## src/design/rsl_pkg.sv

```systemverilog
// shared types and constants for the reassembly slot table
// no dependencies

package rsl_pkg;

  localparam int ENTRIES_DEF = 16;
  localparam int IDENT_W     = 16;
  localparam int STAMP_W     = 32;
  localparam int SLOT_W      = 4;
  localparam int STATUS_W    = 3;

  localparam logic [STATUS_W-1:0] ST_MATCH   = 3'd0;
  localparam logic [STATUS_W-1:0] ST_FREE    = 3'd1;
  localparam logic [STATUS_W-1:0] ST_EVICT   = 3'd2;
  localparam logic [STATUS_W-1:0] ST_RELEASE = 3'd3;
  localparam logic [STATUS_W-1:0] ST_MISS    = 3'd4;

  localparam logic MODE_CLAIM   = 1'b0;
  localparam logic MODE_RELEASE = 1'b1;

  typedef struct packed {
    logic start;
    logic issue;
    logic commit;
  } rsl_cmd_t;

  typedef struct packed {
    logic issue_last;
    logic out_free;
  } rsl_sts_t;

endpackage

```

## src/design/rsl_ram.sv

```systemverilog
// generic single write port ram with registered read
// no dependencies

module rsl_ram #(
  parameter int WIDTH = 8,
  parameter int DEPTH = 16
) (
  input  logic                     clk,
  input  logic                     we,
  input  logic [$clog2(DEPTH)-1:0] waddr,
  input  logic [WIDTH-1:0]         wdata,
  input  logic                     re,
  input  logic [$clog2(DEPTH)-1:0] raddr,
  output logic [WIDTH-1:0]         rdata
);

  logic [WIDTH-1:0] mem_r [DEPTH];
  logic [WIDTH-1:0] rdata_r;

  always_ff @(posedge clk) begin
    if (we) begin
      mem_r[waddr] <= wdata;
    end
    if (re) begin
      rdata_r <= mem_r[raddr];
    end
  end

  assign rdata = rdata_r;

endmodule

```

## src/design/rsl_ctrl.sv

```systemverilog
// controller state machine: accept, scan, drain, commit
// depends on rsl_pkg

module rsl_ctrl
  import rsl_pkg::*;
(
  input  logic     clk,
  input  logic     rst_n,
  input  logic     in_valid,
  output logic     in_stall,
  input  rsl_sts_t sts,
  output rsl_cmd_t cmd
);

  localparam logic [1:0] S_IDLE  = 2'd0;
  localparam logic [1:0] S_ISSUE = 2'd1;
  localparam logic [1:0] S_DRAIN = 2'd2;
  localparam logic [1:0] S_FIN   = 2'd3;

  logic [1:0] state_r;
  logic [1:0] state_nxt;

  always_comb begin
    state_nxt  = state_r;
    cmd.start  = 1'b0;
    cmd.issue  = 1'b0;
    cmd.commit = 1'b0;
    case (state_r)
      S_IDLE: begin
        if (in_valid) begin
          cmd.start = 1'b1;
          state_nxt = S_ISSUE;
        end
      end
      S_ISSUE: begin
        cmd.issue = 1'b1;
        if (sts.issue_last) begin
          state_nxt = S_DRAIN;
        end
      end
      S_DRAIN: begin
        state_nxt = S_FIN;
      end
      S_FIN: begin
        if (sts.out_free) begin
          cmd.commit = 1'b1;
          state_nxt  = S_IDLE;
        end
      end
      default: begin
        state_nxt = S_IDLE;
      end
    endcase
  end

  always_ff @(posedge clk) begin
    if (!rst_n) begin
      state_r <= S_IDLE;
    end else begin
      state_r <= state_nxt;
    end
  end

  assign in_stall = (state_r != S_IDLE);

endmodule

```

## src/design/rsl_dpath.sv

```systemverilog
// datapath: request latch, entry scan, valid bits, entry ram, result register
// depends on rsl_pkg and rsl_ram

module rsl_dpath
  import rsl_pkg::*;
#(
  parameter int ENTRIES = ENTRIES_DEF
) (
  input  logic                clk,
  input  logic                rst_n,
  input  rsl_cmd_t            cmd,
  output rsl_sts_t            sts,
  input  logic                in_mode,
  input  logic [IDENT_W-1:0]  in_frag_id,
  input  logic [STAMP_W-1:0]  in_now_time,
  output logic                out_valid,
  input  logic                out_stall,
  output logic [SLOT_W-1:0]   out_slot,
  output logic [STATUS_W-1:0] out_status
);

  localparam int IDX_W = $clog2(ENTRIES);
  localparam int ENT_W = IDENT_W + STAMP_W;
  localparam logic [IDX_W-1:0] LAST_IDX = IDX_W'(ENTRIES - 1);

  logic                mode_r;
  logic [IDENT_W-1:0]  frag_r;
  logic [STAMP_W-1:0]  now_r;
  logic [IDX_W-1:0]    addr_r;
  logic [IDX_W-1:0]    idx_d_r;
  logic                cmp_en_r;
  logic                hit_found_r;
  logic [IDX_W-1:0]    hit_idx_r;
  logic                free_found_r;
  logic [IDX_W-1:0]    free_idx_r;
  logic [STAMP_W-1:0]  min_stamp_r;
  logic [IDX_W-1:0]    min_idx_r;
  logic [ENTRIES-1:0]  valid_r;
  logic [ENTRIES-1:0]  valid_nxt;
  logic                out_valid_r;
  logic                out_valid_nxt;
  logic [SLOT_W-1:0]   out_slot_r;
  logic [STATUS_W-1:0] out_status_r;

  logic [ENT_W-1:0]    rdata;
  logic [IDENT_W-1:0]  cur_ident;
  logic [STAMP_W-1:0]  cur_stamp;
  logic                cur_valid;
  logic                wr_en;
  logic [IDX_W-1:0]    pick;
  logic [IDX_W+SLOT_W-1:0] pick_ext;
  logic [STATUS_W-1:0] status_nxt;

  rsl_ram #(
    .WIDTH (ENT_W),
    .DEPTH (ENTRIES)
  ) u_ram (
    .clk   (clk),
    .we    (wr_en),
    .waddr (pick),
    .wdata ({frag_r, now_r}),
    .re    (cmd.issue),
    .raddr (addr_r),
    .rdata (rdata)
  );

  assign cur_ident = rdata[ENT_W-1:STAMP_W];
  assign cur_stamp = rdata[STAMP_W-1:0];
  assign cur_valid = valid_r[idx_d_r];

  // request latch and read address
  always_ff @(posedge clk) begin
    if (cmd.start) begin
      mode_r <= in_mode;
      frag_r <= in_frag_id;
      now_r  <= in_now_time;
      addr_r <= '0;
    end else if (cmd.issue) begin
      addr_r <= addr_r + 1'b1;
    end
    idx_d_r <= addr_r;
  end

  always_ff @(posedge clk) begin
    if (!rst_n) begin
      cmp_en_r <= 1'b0;
    end else begin
      cmp_en_r <= cmd.issue;
    end
  end

  // scan accumulators
  always_ff @(posedge clk) begin
    if (cmd.start) begin
      hit_found_r  <= 1'b0;
      free_found_r <= 1'b0;
    end else if (cmp_en_r) begin
      if (cur_valid && (cur_ident == frag_r) && !hit_found_r) begin
        hit_found_r <= 1'b1;
        hit_idx_r   <= idx_d_r;
      end
      if (!cur_valid) begin
        free_found_r <= 1'b1;
        free_idx_r   <= idx_d_r;
      end
      // ties go to the higher index
      if ((idx_d_r == '0) || (cur_stamp <= min_stamp_r)) begin
        min_stamp_r <= cur_stamp;
        min_idx_r   <= idx_d_r;
      end
    end
  end

  // commit decision
  always_comb begin
    wr_en      = 1'b0;
    pick       = '0;
    status_nxt = ST_MATCH;
    valid_nxt  = valid_r;
    if (mode_r == MODE_RELEASE) begin
      if (hit_found_r) begin
        pick       = hit_idx_r;
        status_nxt = ST_RELEASE;
        if (cmd.commit) begin
          valid_nxt[hit_idx_r] = 1'b0;
        end
      end else begin
        status_nxt = ST_MISS;
      end
    end else if (hit_found_r) begin
      pick       = hit_idx_r;
      status_nxt = ST_MATCH;
    end else begin
      if (free_found_r) begin
        pick       = free_idx_r;
        status_nxt = ST_FREE;
      end else begin
        pick       = min_idx_r;
        status_nxt = ST_EVICT;
      end
      wr_en = cmd.commit;
      if (cmd.commit) begin
        valid_nxt[pick] = 1'b1;
      end
    end
  end

  assign pick_ext = {{SLOT_W{1'b0}}, pick};

  always_comb begin
    out_valid_nxt = out_valid_r;
    if (cmd.commit) begin
      out_valid_nxt = 1'b1;
    end else if (!out_stall) begin
      out_valid_nxt = 1'b0;
    end
  end

  always_ff @(posedge clk) begin
    if (!rst_n) begin
      valid_r     <= '0;
      out_valid_r <= 1'b0;
    end else begin
      valid_r     <= valid_nxt;
      out_valid_r <= out_valid_nxt;
    end
  end

  always_ff @(posedge clk) begin
    if (cmd.commit) begin
      out_slot_r   <= pick_ext[SLOT_W-1:0];
      out_status_r <= status_nxt;
    end
  end

  assign sts.issue_last = (addr_r == LAST_IDX);
  assign sts.out_free   = !out_valid_r || !out_stall;

  assign out_valid  = out_valid_r;
  assign out_slot   = out_slot_r;
  assign out_status = out_status_r;

endmodule

```

## src/design/reassembly_slot_table_top.sv

```systemverilog
// reassembly slot table top level: controller plus datapath
// result: registered at commit, after the entry scan, the drain state and a final state that
// waits for the result register to be free; a new transaction is accepted only after the commit,
// and the scan of the entry ram reads one entry per cycle
// reset: synchronous active-low rst_n frees every entry; ram contents are not cleared
// depends on rsl_pkg, rsl_ctrl, rsl_dpath, rsl_ram

module reassembly_slot_table_top
  import rsl_pkg::*;
#(
  parameter int ENTRIES = ENTRIES_DEF
) (
  input  logic                clk,
  input  logic                rst_n,
  input  logic                in_valid,
  output logic                in_stall,
  input  logic                in_mode,
  input  logic [IDENT_W-1:0]  in_frag_id,
  input  logic [STAMP_W-1:0]  in_now_time,
  output logic                out_valid,
  input  logic                out_stall,
  output logic [SLOT_W-1:0]   out_slot,
  output logic [STATUS_W-1:0] out_status
);

  rsl_cmd_t cmd;
  rsl_sts_t sts;

  rsl_ctrl u_ctrl (
    .clk      (clk),
    .rst_n    (rst_n),
    .in_valid (in_valid),
    .in_stall (in_stall),
    .sts      (sts),
    .cmd      (cmd)
  );

  rsl_dpath #(
    .ENTRIES (ENTRIES)
  ) u_dpath (
    .clk         (clk),
    .rst_n       (rst_n),
    .cmd         (cmd),
    .sts         (sts),
    .in_mode     (in_mode),
    .in_frag_id  (in_frag_id),
    .in_now_time (in_now_time),
    .out_valid   (out_valid),
    .out_stall   (out_stall),
    .out_slot    (out_slot),
    .out_status  (out_status)
  );

  a_accept_blocks: assert property (@(posedge clk) disable iff (!rst_n)
    (in_valid && !in_stall) |=> in_stall)
    else $error("input taken while a transaction is in flight");

  a_commit_shows: assert property (@(posedge clk) disable iff (!rst_n)
    cmd.commit |=> out_valid)
    else $error("commit did not load the result register");

  a_commit_free: assert property (@(posedge clk) disable iff (!rst_n)
    cmd.commit |-> sts.out_free)
    else $error("result register overwritten while stalled");

  a_miss_slot: assert property (@(posedge clk) disable iff (!rst_n)
    (out_valid && (out_status == ST_MISS)) |-> (out_slot == '0))
    else $error("release miss with nonzero slot");

  a_status_code: assert property (@(posedge clk) disable iff (!rst_n)
    out_valid |-> (out_status <= ST_MISS))
    else $error("undefined status code");

endmodule
```

## config.mk

```make
export PLATFORM = sky130hd
export DESIGN_NAME = reassembly_slot_table_top
export DESIGN_NICKNAME = d
export VERILOG_FILES = /design/src/design/rsl_pkg.sv /design/src/design/rsl_ram.sv /design/src/design/rsl_ctrl.sv /design/src/design/rsl_dpath.sv /design/src/design/reassembly_slot_table_top.sv
export SDC_FILE = /design/constraint.sdc
export NUM_CORES = 1
export LEC_CHECK = 0
export BUFFER_PORTS_ARGS = -buffer_cell sky130_fd_sc_hd__buf_4
export CAP_MARGIN = 25
export CORE_MARGIN = 1.5
export CORE_UTILIZATION = 55
export CTS_BUF_LIST = sky130_fd_sc_hd__clkbuf_16
export DETAILED_ROUTE_END_ITERATION = 10
export PLACE_DENSITY = 0.71
export SLEW_MARGIN = 0
export SYNTH_ARGS = -nofsm -noshare
export SYNTH_HDL_FRONTEND = slang
export SYNTH_SLANG_ARGS = --single-unit
export TNS_END_PERCENT = 30
```

## constraint.sdc

```tcl
create_clock -name clk -period 5.3 [get_ports clk]
set_input_delay 0 -clock clk [delete_from_list [all_inputs] [get_ports clk]]
set_output_delay 0 -clock clk [all_outputs]
set_load 0.01 [all_outputs]
```

## After elaboration in Yosys (flattened, before gate mapping)

Memory sizes are Yosys's and may differ from the RTL's. A register that Yosys moved wholly into a read port is not among the register bits.
Cells that the tools add are included.

- Output and inout bits: 9
- Word-level logic and storage cells: 98
- Memories kept: 1
- Register bits after elaboration: 130
- RAM bits: 768
- Bits of input ports: 53

Memories:

| memory | depth | bits a word | rd ports | clocked after memory_dff | wr ports | RTL line | RTL |
|---|---|---|---|---|---|---|---|
| u_dpath.u_ram.mem_r | 16 | 48 | 1 | 1 | 1 | rsl_ram.sv:17 | `logic [WIDTH-1:0] mem_r [DEPTH];` |

- Multiplexer cells: 36
- Eq/ne operators: 12
- Reduce and logical (&&, ||, !) cells: 20
- Order comparisons: 6
- Add/subtract/negate cells: 1
- Bitwise operators: 5

Operators with widths:

| cell | number |
|---|---|
| $mux W16 | 5 |
| $le A32 B32 Y1 | 1 |
| $mux W4 | 6 |
| $and A16 B16 Y16 | 1 |
| $eq A16 B16 Y1 | 1 |
| $not A16 Y16 | 1 |
| $or A16 B16 Y16 | 1 |
| $lt A4 B5 Y1 const B | 3 |
| $mux W1 | 14 |
| $reduce_and A3 Y1 | 4 |
| $mux W3 | 3 |
| $demux W1 S4 | 2 |
| $ge A4 B1 Y1 const B | 2 |
| $mux W2 | 4 |
| $ne A2 B2 Y1 const B | 4 |
| $pmux W2 S4 | 1 |
| $ne A2 B1 Y1 const B | 3 |
| $add A4 B1 Y4 const B | 1 |
| $bmux W1 S4 | 1 |
| $eq A2 B2 Y1 const B | 2 |
| $eq A4 B4 Y1 const B | 1 |
| $logic_and A1 B1 Y1 | 4 |
| $logic_not A4 Y1 | 1 |
| $reduce_and A2 Y1 | 2 |
| other kinds (7) | 12 |

## Depth between registers and ports, before layout

Gate-level depths: netlist (run 1).

- Depth in word-level cells: 11
- Mapped depth: 7

## Hierarchy

Synthesis (run 1) repeated with hierarchy kept, for this count alone.

- Cell total of the unflattened synthesis: 1660
- Area, all modules: 35791.8 um2

By module, submodules not included:

| module | times used | sequential area each (um2) | cells an instance | area an instance (um2) |
|---|---|---|---|---|
| rsl_ram | 1 | 24503.5 | 1242 | 30171.4 |
| rsl_dpath | 1 | 3563.4 | 396 | 5437.7 |
| rsl_ctrl | 1 | 40.0 | 22 | 182.7 |

## Worst setup path before layout (run 1)

No wires, ideal clock.

- Path type: register to register
- From: reg u_dpath.u_ram.rdata_r[23] (netlist: u_dpath.u_ram.rdata[23]), read port of u_dpath.u_ram.mem_r
- To: reg u_dpath.min_idx_r[0], enable pin
- Data required time: 4816 ps
- Buffers on the path: 0
- Cell stages (with the launch flop): 7
- Arrival time: 4072 ps
- Slack: 744 ps
- Cells stage by stage: edfxtp_1 > ha_1 > nand4_1 > nor4_1 > a21o_1 > a31oi_1 > a211oi_1

- Cells in the longest elaborated chain, start to end: 3

Ends and longest elaborated chain:

| element | RTL line | RTL |
|---|---|---|
| start, declared | rsl_ram.sv:18 | `logic [WIDTH-1:0] rdata_r;` |
| $le A32 B32 Y1 | rsl_dpath.sv:107 | `if ((idx_d_r == '0) \|\| (cur_stamp <= min_stamp_r)) begin` |
| $logic_or A1 B1 Y1 | rsl_dpath.sv:107 |  |
| $reduce_and A3 Y1 (no line) | n/a |  |
| end signal, assigned | rsl_dpath.sv:109 | `min_idx_r <= idx_d_r;` |
| end, declared | rsl_dpath.sv:37 | `logic [IDX_W-1:0] min_idx_r;` |

No other way between the ends.
A chain may end at the register's enable or synchronous reset.

## Worst setup path in the final report (run 1)

- From: reg u_dpath.u_ram.rdata_r[19] (netlist: u_dpath.u_ram.rdata[19]), read port of u_dpath.u_ram.mem_r
- To: reg u_dpath.min_idx_r[0], enable pin

Same word-level chain as after synthesis.

==> results of run 1 <==
## sequential cells by signal, summed over array words and instances (netlist names), 16 cells and up
| name | flops |
|---|---|
| u_dpath.frag_r | 16 |
| u_dpath.min_stamp_r | 32 |
| u_dpath.now_r | 32 |
| u_dpath.u_ram.mem_r | 768 |
| u_dpath.u_ram.rdata | 48 |
| u_dpath.valid_r | 16 |
## how the worst max path moves through the flow
stage                                         end  slack (ns)  cells after the start                     from
after floorplan              u_dpath.min_idx_r[0]        0.74                      6  u_dpath.u_ram.rdata[23]
after detailed placement     u_dpath.min_idx_r[1]        1.89                      7  u_dpath.u_ram.rdata[19]
after global routing      u_dpath.min_stamp_r[25]        1.70                      7  u_dpath.u_ram.rdata[25]
after CTS                    u_dpath.min_idx_r[1]        1.86                      7  u_dpath.u_ram.rdata[19]
after global placement       u_dpath.min_idx_r[3]        1.56                      7  u_dpath.u_ram.rdata[25]
final                        u_dpath.min_idx_r[0]        1.82                      7  u_dpath.u_ram.rdata[19]
## stage by stage
| stage | cell area, sq um | std cells | utilization | hold slack (ns) |
|---|---|---|---|---|
| finish | 40900 | 2665 | 0.636 | 0.0766 |
| global placement | 37300 | 2432 | 0.580 | 0.178 |
| CTS | 40900 | 2665 | 0.636 | 0.0465 |
| global route | 40900 | 2665 | 0.636 | 0.0571 |
| detailed placement | 37400 | 2438 | 0.582 | 0.179 |
| floorplan | 35800 | 1545 | - | 0.0989 |
## cell usage after synthesis (7+ instances only)
| cell type | count | share of area |
|---|---|---|
| mux4_2 | 241 | 0.15 |
| clkbuf_1 | 33 | 0.0035 |
| xnor2_1 | 13 | 0.0032 |
| edfxtp_1 | 916 | 0.77 |
| o21ai_0 | 23 | 0.0032 |
| ha_1 | 38 | 0.013 |
| dfxtp_1 | 30 | 0.017 |
| nand2_1 | 36 | 0.0038 |
| nand3_1 | 7 | 0.00098 |
| a21oi_1 | 31 | 0.0043 |
| nor2_1 | 25 | 0.0026 |
| nand4_1 | 13 | 0.0023 |
| inv_1 | 55 | 0.0058 |
| buf_2 | 16 | 0.0022 |
## what timing repair did
item                                   4_1_cts  5_1_grt
gates resized for setup                      0        0
endpoints found under the hold margin       81        0
hold buffers                                53        0
## cell families after synthesis
family,after synthesis
buffers and inverters,117
AOI/OAI and AO/OA,72
and+or+nand+nor,102
xor gates and xnor gates,19
muxes,251
adders and majority gates,38
DFF,946
## worst reg2reg max path, delay by kind of cell (launching register included)
kind	cells	cell delay (ns)
buffers and inverters	1	0.55
AO/OA/AOI/OAI	5	1.79
flip-flops	1	0.41
adder cells (fa/ha/maj)	1	0.35
## power by group
group | total [W] | internal, W | switching [W]
registers | 0.00974 | 0.00908 | 0.000659
logic | 0.00257 | 0.00131 | 0.00126
clock network | 0.00634 | 0.00360 | 0.00274
## final cells by class
type | instances | area [sq um] | area share
Tap cell | 855 | 1070 | 0.0262
Timing Repair Buffer | 152 | 1400 | 0.0341
Clock inverter | 79 | 562 | 0.0137
Sequential cell | 946 | 28100 | 0.687
Inverter | 56 | 211 | 0.00517
Multi-Input combinational cell | 482 | 7170 | 0.175
Clock buffer | 95 | 2380 | 0.0581
## layer usage
metal | GRT usage | up-vias | part of all wire
met1 | 0.317 | 8630 | 0.41
met2 | 0.370 | 588 | 0.50
met3 | 0.0368 | 132 | 0.061
met4 | 0.0661 | 0 | 0.026
li1 | - | 6850 | -
met5 | 0 | - | 0
==> results by group, run 1 <==
Worst hold path
  • Worst Min Path Start: in_frag_id[15]
  • WHS Path Cells: 2
  • Hold path endpoint: u_dpath.frag_r[15]
  • Hold Crit Class: input port to register

Timing
  • Final worst slack: 1.82 ns
  • Hold Fails Final Rpt: 0
  • Slew margin rel.: 0.348
  • RSZ-0062 raised after global routing: no
  • Measured slew at the worst slew-check pin: 0.979 ns
  • Sum of negative setup slack: 0 ns
  • Min cycle time layout: 3.48 ns
  • Fin crit share: 0.657
  • Final setup vio count: 0
  • Setup Skew: 0.0148 ns
  • Fmax: 0.287 GHz
  • Max Transition Viols Final: 0

CTS
  • Clk sinks: 946
  • Clk root buf: clkbuf_16
  • Post-CTS setup buffer count: 0
  • Clock Path Buffers: 3
  • CTS tree: yes
  • Clock latency on the worst-skew pair: 0.64 ns
  • Worst-path clk slew: 0.06 ns
  • H-tree depth: 3
  • Num CTS Buffers: 94

Detailed routing
  • Pre-antenna DRT Iters: 5
  • Vias post-DR: 16,200
  • Post-Route WL: 73.6 mm
  • Initial DRC Count: 1,650
  • WL per Instance: 27.6 um
  • Via-to-Cell Ratio: 6.08
  • Drc violations: 0
  • ANT nets after route: 0

Worst setup path
  • Startpoint type of the worst setup path: register
  • WP data required: 5.57 ns
  • Buffer and inverter count on the worst path: 1
  • Crit path largest cell delay: 0.69 ns
  • Crit path DAT: 3.75 ns
  • CP cell instances: ha_1 -> a21oi_1 -> o21ai_0 -> a221oi_1 -> a31oi_1 -> a211oi_4 -> buf_4
  • Worst path top cell family by delay: compound AO/OA/AOI/OAI gates
  • Flop-to-flop setup slack: 1.82 ns
  • CP max stage cell: a221oi_1
  • CP Class: register to register
  • Critical path fanouts, max: 32
  • Worst setup EP type: register
  • R2r startpoint: u_dpath.u_ram.rdata[19]
  • R2r worst-path depth: 7
  • Reg2reg end: u_dpath.min_idx_r[0]

Logic synthesis
  • Syn_area_per_cell: 23.1 sq um
  • Ys flop type: edfxtp_1
  • Synth Area in XOR/XNOR: 0.00465
  • Adder-cell area share of the yosys netlist: 0.0133
  • Mux cell area share after synthesis: 0.156
  • Count of cell types in the netlist: 42
  • Largest family of logic cells by synthesized area: multiplexers
  • #FFs+latches synth: 946
  • Synth Area in Simple Gates: 0.0136
  • Mapped Cells: 1,545
  • Post-synth EDFFs: 916
  • FFs w/ async S/R, synth: 0
  • Fraction of the yosys area taken by sequential cells: 0.786
  • Mapped cell area: 35,800 sq um
  • Post-synthesis compound-gate area fraction: 0.0116
  • Post-synthesis net count: 1,636
  • Ys Warns: 0

Pwr
  • Leak Pwr: 13.1 nW
  • Pwr Total: 0.0187 W
  • Peak VDD IR: 0.540 mV
  • Pwr per Cell Area: 456 nW/um^2

Global route
  • Antenna violations before repair: 1
  • Largest net degree at the start of global routing: 75
  • Vias in the first global route: 16,800
  • Total congestion overflow: 0
  • Wire length of the first global-routing pass: 109 mm
  • GRT Total Usage: 0.225

Placed design
  • Placer Congestion: 0.825
  • Final HPWL DP: 41.8 mm
  • Placement Setup Slack: 1.89 ns
  • PortBufs: 61

Floorplanning
  • # rows: 93
  • Die Wd: 258 um
  • Core ar.: 64,300 sq um
  • Die area: 66,500 sq um
  • Initial core utilization: 0.556
  • Die height: 258 um
  • Number of top-level pins: 62

Finish
  • Nets: 1,823
  • # fillers: 4,107
  • Most frequent cells in the layout: 916 x edfxtp_1, 241 x mux4_2, 95 x clkbuf_16
  • Antenna diode instance count: 0
  • Share of post-route cells with drive strength above 1: 0.276
  • Commonest non-fill, non-tap cell in the layout: edfxtp_1
  • Area growth, synth to finish: 14.4%

Status
  • Outcome: finished clean

Flow run
  • Max Cap Viol: 0
No activity file was read; power rests on OpenSTA's default activity.
==> inputs of run 2 (changes only) <==
Settings changed: PLACE_DENSITY 0.71 to 0.74.
Clock period 5.3 ns to 3.1 ns, I/O delays scaled along.
==> results by group, run 2 (synthesis gave the netlist of run 1 again) <==
Timing
  • Min cycle time layout: 2.79 ns (-0.697 ns)
  • Fin Hold WS: 0.0532 ns (-0.0235 ns)
  • Max Transition Viols Final: 0 (unchanged)
  • Final setup vio count: 0 (unchanged)
  • RSZ-0062 raised after global routing: no
  • Setup Skew: 0.0400 ns (+0.0252 ns)
  • Slew margin rel.: 0.572 (+0.224)
  • Hold Fails Final Rpt: 0 (unchanged)
  • Fin crit share: 0.899 (+0.242)
  • Measured slew at the worst slew-check pin: 0.642 ns (-0.337 ns)
  • Sum of negative setup slack: 0 ns (unchanged)
  • Fmax: 0.359 GHz (+25%)

Placed design
  • Placed insts: 2,449 (+0.45%)
  • PortBufs: 61 (unchanged)
  • Final HPWL DP: 38.0 mm (-9.0%)
  • Placer Congestion: 0.820 (-0.59%)

Finish
  • Final Util: 0.641 (+0.00576)
  • Commonest non-fill, non-tap cell in the layout: edfxtp_1
  • Nets: 1,831 (+0.44%)
  • Biggest register: u_dpath.u_ram.mem_r
  • Share of post-route cells with drive strength above 1: 0.280 (+0.00396)
  • Finished Layout Cells: 2,668 (+0.11%)
  • Area growth, synth to finish: 15.5%
  • Most frequent cells in the layout: 916 x edfxtp_1, 241 x mux4_2, 92 x clkbuf_16
  • Largest register FFs: 768 (unchanged)
  • Antenna diode instance count: 0 (unchanged)

Worst setup path
  • Startpoint type of the worst setup path: register
  • Worst setup EP type: register
  • WP data required: 3.42 ns (-2.15 ns)
  • Crit path DAT: 3.11 ns (-0.64 ns)
  • Critical path fanouts, max: 20 (-38%)
  • R2r startpoint: u_dpath.u_ram.rdata[20]
  • CP Class: register to register
  • Crit path launch: u_dpath.u_ram.rdata[20]

Pwr
  • Combinational Power Share: 0.143 (+0.005)
  • Internal power: 0.0241 W (+72%)
  • Switching Fraction: 0.246 (-0.00343)
  • Switching power: 0.00788 W (+69%)
  • Peak VDD IR: 0.403 mV (-25%)
  • Pwr per Cell Area: 775 nW/um^2 (+70%)
  • Leak Pwr: 13.2 nW (+0.59%)
  • Share of power burned in the clock network: 0.341 (about the same)
  • Sequential Power Share: 0.516 (-0.006)

Detailed routing
  • Via-to-Cell Ratio: 6.16 (+1.4%)
  • WL per Instance: 28.3 um (+2.4%)
  • Pre-antenna DRT Iters: 6 (+1)
  • Vias post-DR: 16,400 (+1.5%)
  • Post-Route WL: 75.5 mm (+2.5%)
  • ANT nets after route: 0 (unchanged)
  • Initial DRC Count: 1,783 (+8.1%)
  • Drc violations: 0 (unchanged)

CTS
  • Clock latency on the worst-skew pair: 0.66 ns (+0.02 ns)
  • CTS tree: yes
  • Worst-path clk slew: 0.06 ns (about the same)
  • Clk root buf: clkbuf_16
  • Num CTS Buffers: 92 (-2.1%)
  • Clock Path Buffers: 3 (unchanged)
  • Clk sinks: 946 (unchanged)
  • Resize count post-CTS: 0 (unchanged)
  • H-tree depth: 3 (unchanged)

Floorplanning
  • # rows: 93 (unchanged)
  • Number of top-level pins: 62 (unchanged)
  • Die height: 258 um (unchanged)
  • Die area: 66,500 sq um (unchanged)
  • Core ar.: 64,300 sq um (unchanged)
  • Initial core utilization: 0.556 (unchanged)
  • Die Wd: 258 um (unchanged)

Flow run
  • Max Cap Viol: 0 (unchanged)

Global route
  • Vias in the first global route: 17,100 (+1.5%)
  • Wire length of the first global-routing pass: 112 mm (+2.8%)
  • Largest net degree at the start of global routing: 49 (-35%)
  • GRT Total Usage: 0.232 (+0.00627)
  • Total congestion overflow: 0 (unchanged)
  • Antenna violations before repair: 1 (unchanged)

Status
  • Outcome: finished clean

Worst hold path
  • Worst Min Path Start: in_now_time[29]
  • Hold Crit Class: input port to register
==> run 2: cell count changes in the layout (fill, tap and decap cells not counted), moves of 2 or more <==
cell	previous run	this run
clkinv_1	27	20
inv_2	15	12
inv_1	56	58
clkbuf_16	95	92
clkinv_8	0	3
buf_12	10	31
clkinv_2	21	15
buf_4	88	79
clkinvlp_4	2	8
bufinv_16	7	10
==> run 2: layout make-up <==
type,instances,area (sq um)
multi-input combinational,482,7160
fill,4037,23100
inverter,56,225
clock buffer,92,2300
sequential,946,28100
clock inverter,75,662
timing repair buffer,162,1730
tap,855,1070
==> run 2: timing repair <==
| item | in CTS | in global routing |
|---|---|---|
| setup endpoints to repair | 0 | 0 |
| setup buffers | 0 | 0 |
| hold endpoints to repair | 78 | 0 |
| hold buffers | 52 | 0 |
==> run 2: final timing paths <==
| kind | endpoint | slack [ns] | cells after the start |
|---|---|---|---|
| setup reg to reg | u_dpath.min_stamp_r[23] | 0.31 | 8 |
| hold reg to reg | u_dpath.min_stamp_r[0] | 0.46 | 0 |
| setup / recovery | u_dpath.min_stamp_r[23] | 0.31 | 8 |
| hold / removal | u_dpath.now_r[29] | 0.05 | 2 |
==> run 2: critical path, stage by stage (launching register included) <==
cell	delay, ns
edfxtp_1	0.46
ha_1	0.33
nand4_1	0.19
nor4_1	0.43
buf_4	0.20
a21o_1	0.15
a31oi_1	0.08
a211oi_4	0.29
buf_4	0.33
==> run 2: power groups by stage <==
stage / sequential, W / clock, W / combinational [W]
global route: 0.0166 / 0.0116 / 0.00491
detailed placement: 0.0168 / 0 / 0.00454
floorplan: 0.0163 / 0 / 0.00340
finish: 0.0165 / 0.0109 / 0.00456
global placement: 0.0167 / 0 / 0.00443
CTS: 0.0165 / 0.0111 / 0.00464
==> run 2: layer usage <==
layer,routed length [um],global-route usage
met4,1530,0.0707
met3,4500,0.0329
met2,38700,0.388
met1,30700,0.321
met5,13,0
==> run 2: per-stage QoR <==
| stage | power (W) | setup slack (ns) | cell area, sq um |
|---|---|---|---|
| final | 0.0320 | 0.313 | 41300 |
| after global routing | 0.0331 | 0.172 | 41300 |
| after CTS | 0.0322 | 0.295 | 41300 |
| after detailed placement | 0.0213 | 0.307 | 37800 |
| after global placement | 0.0211 | 0.479 | 37800 |
| after floorplan | 0.0197 | -0.0868 | 35800 |
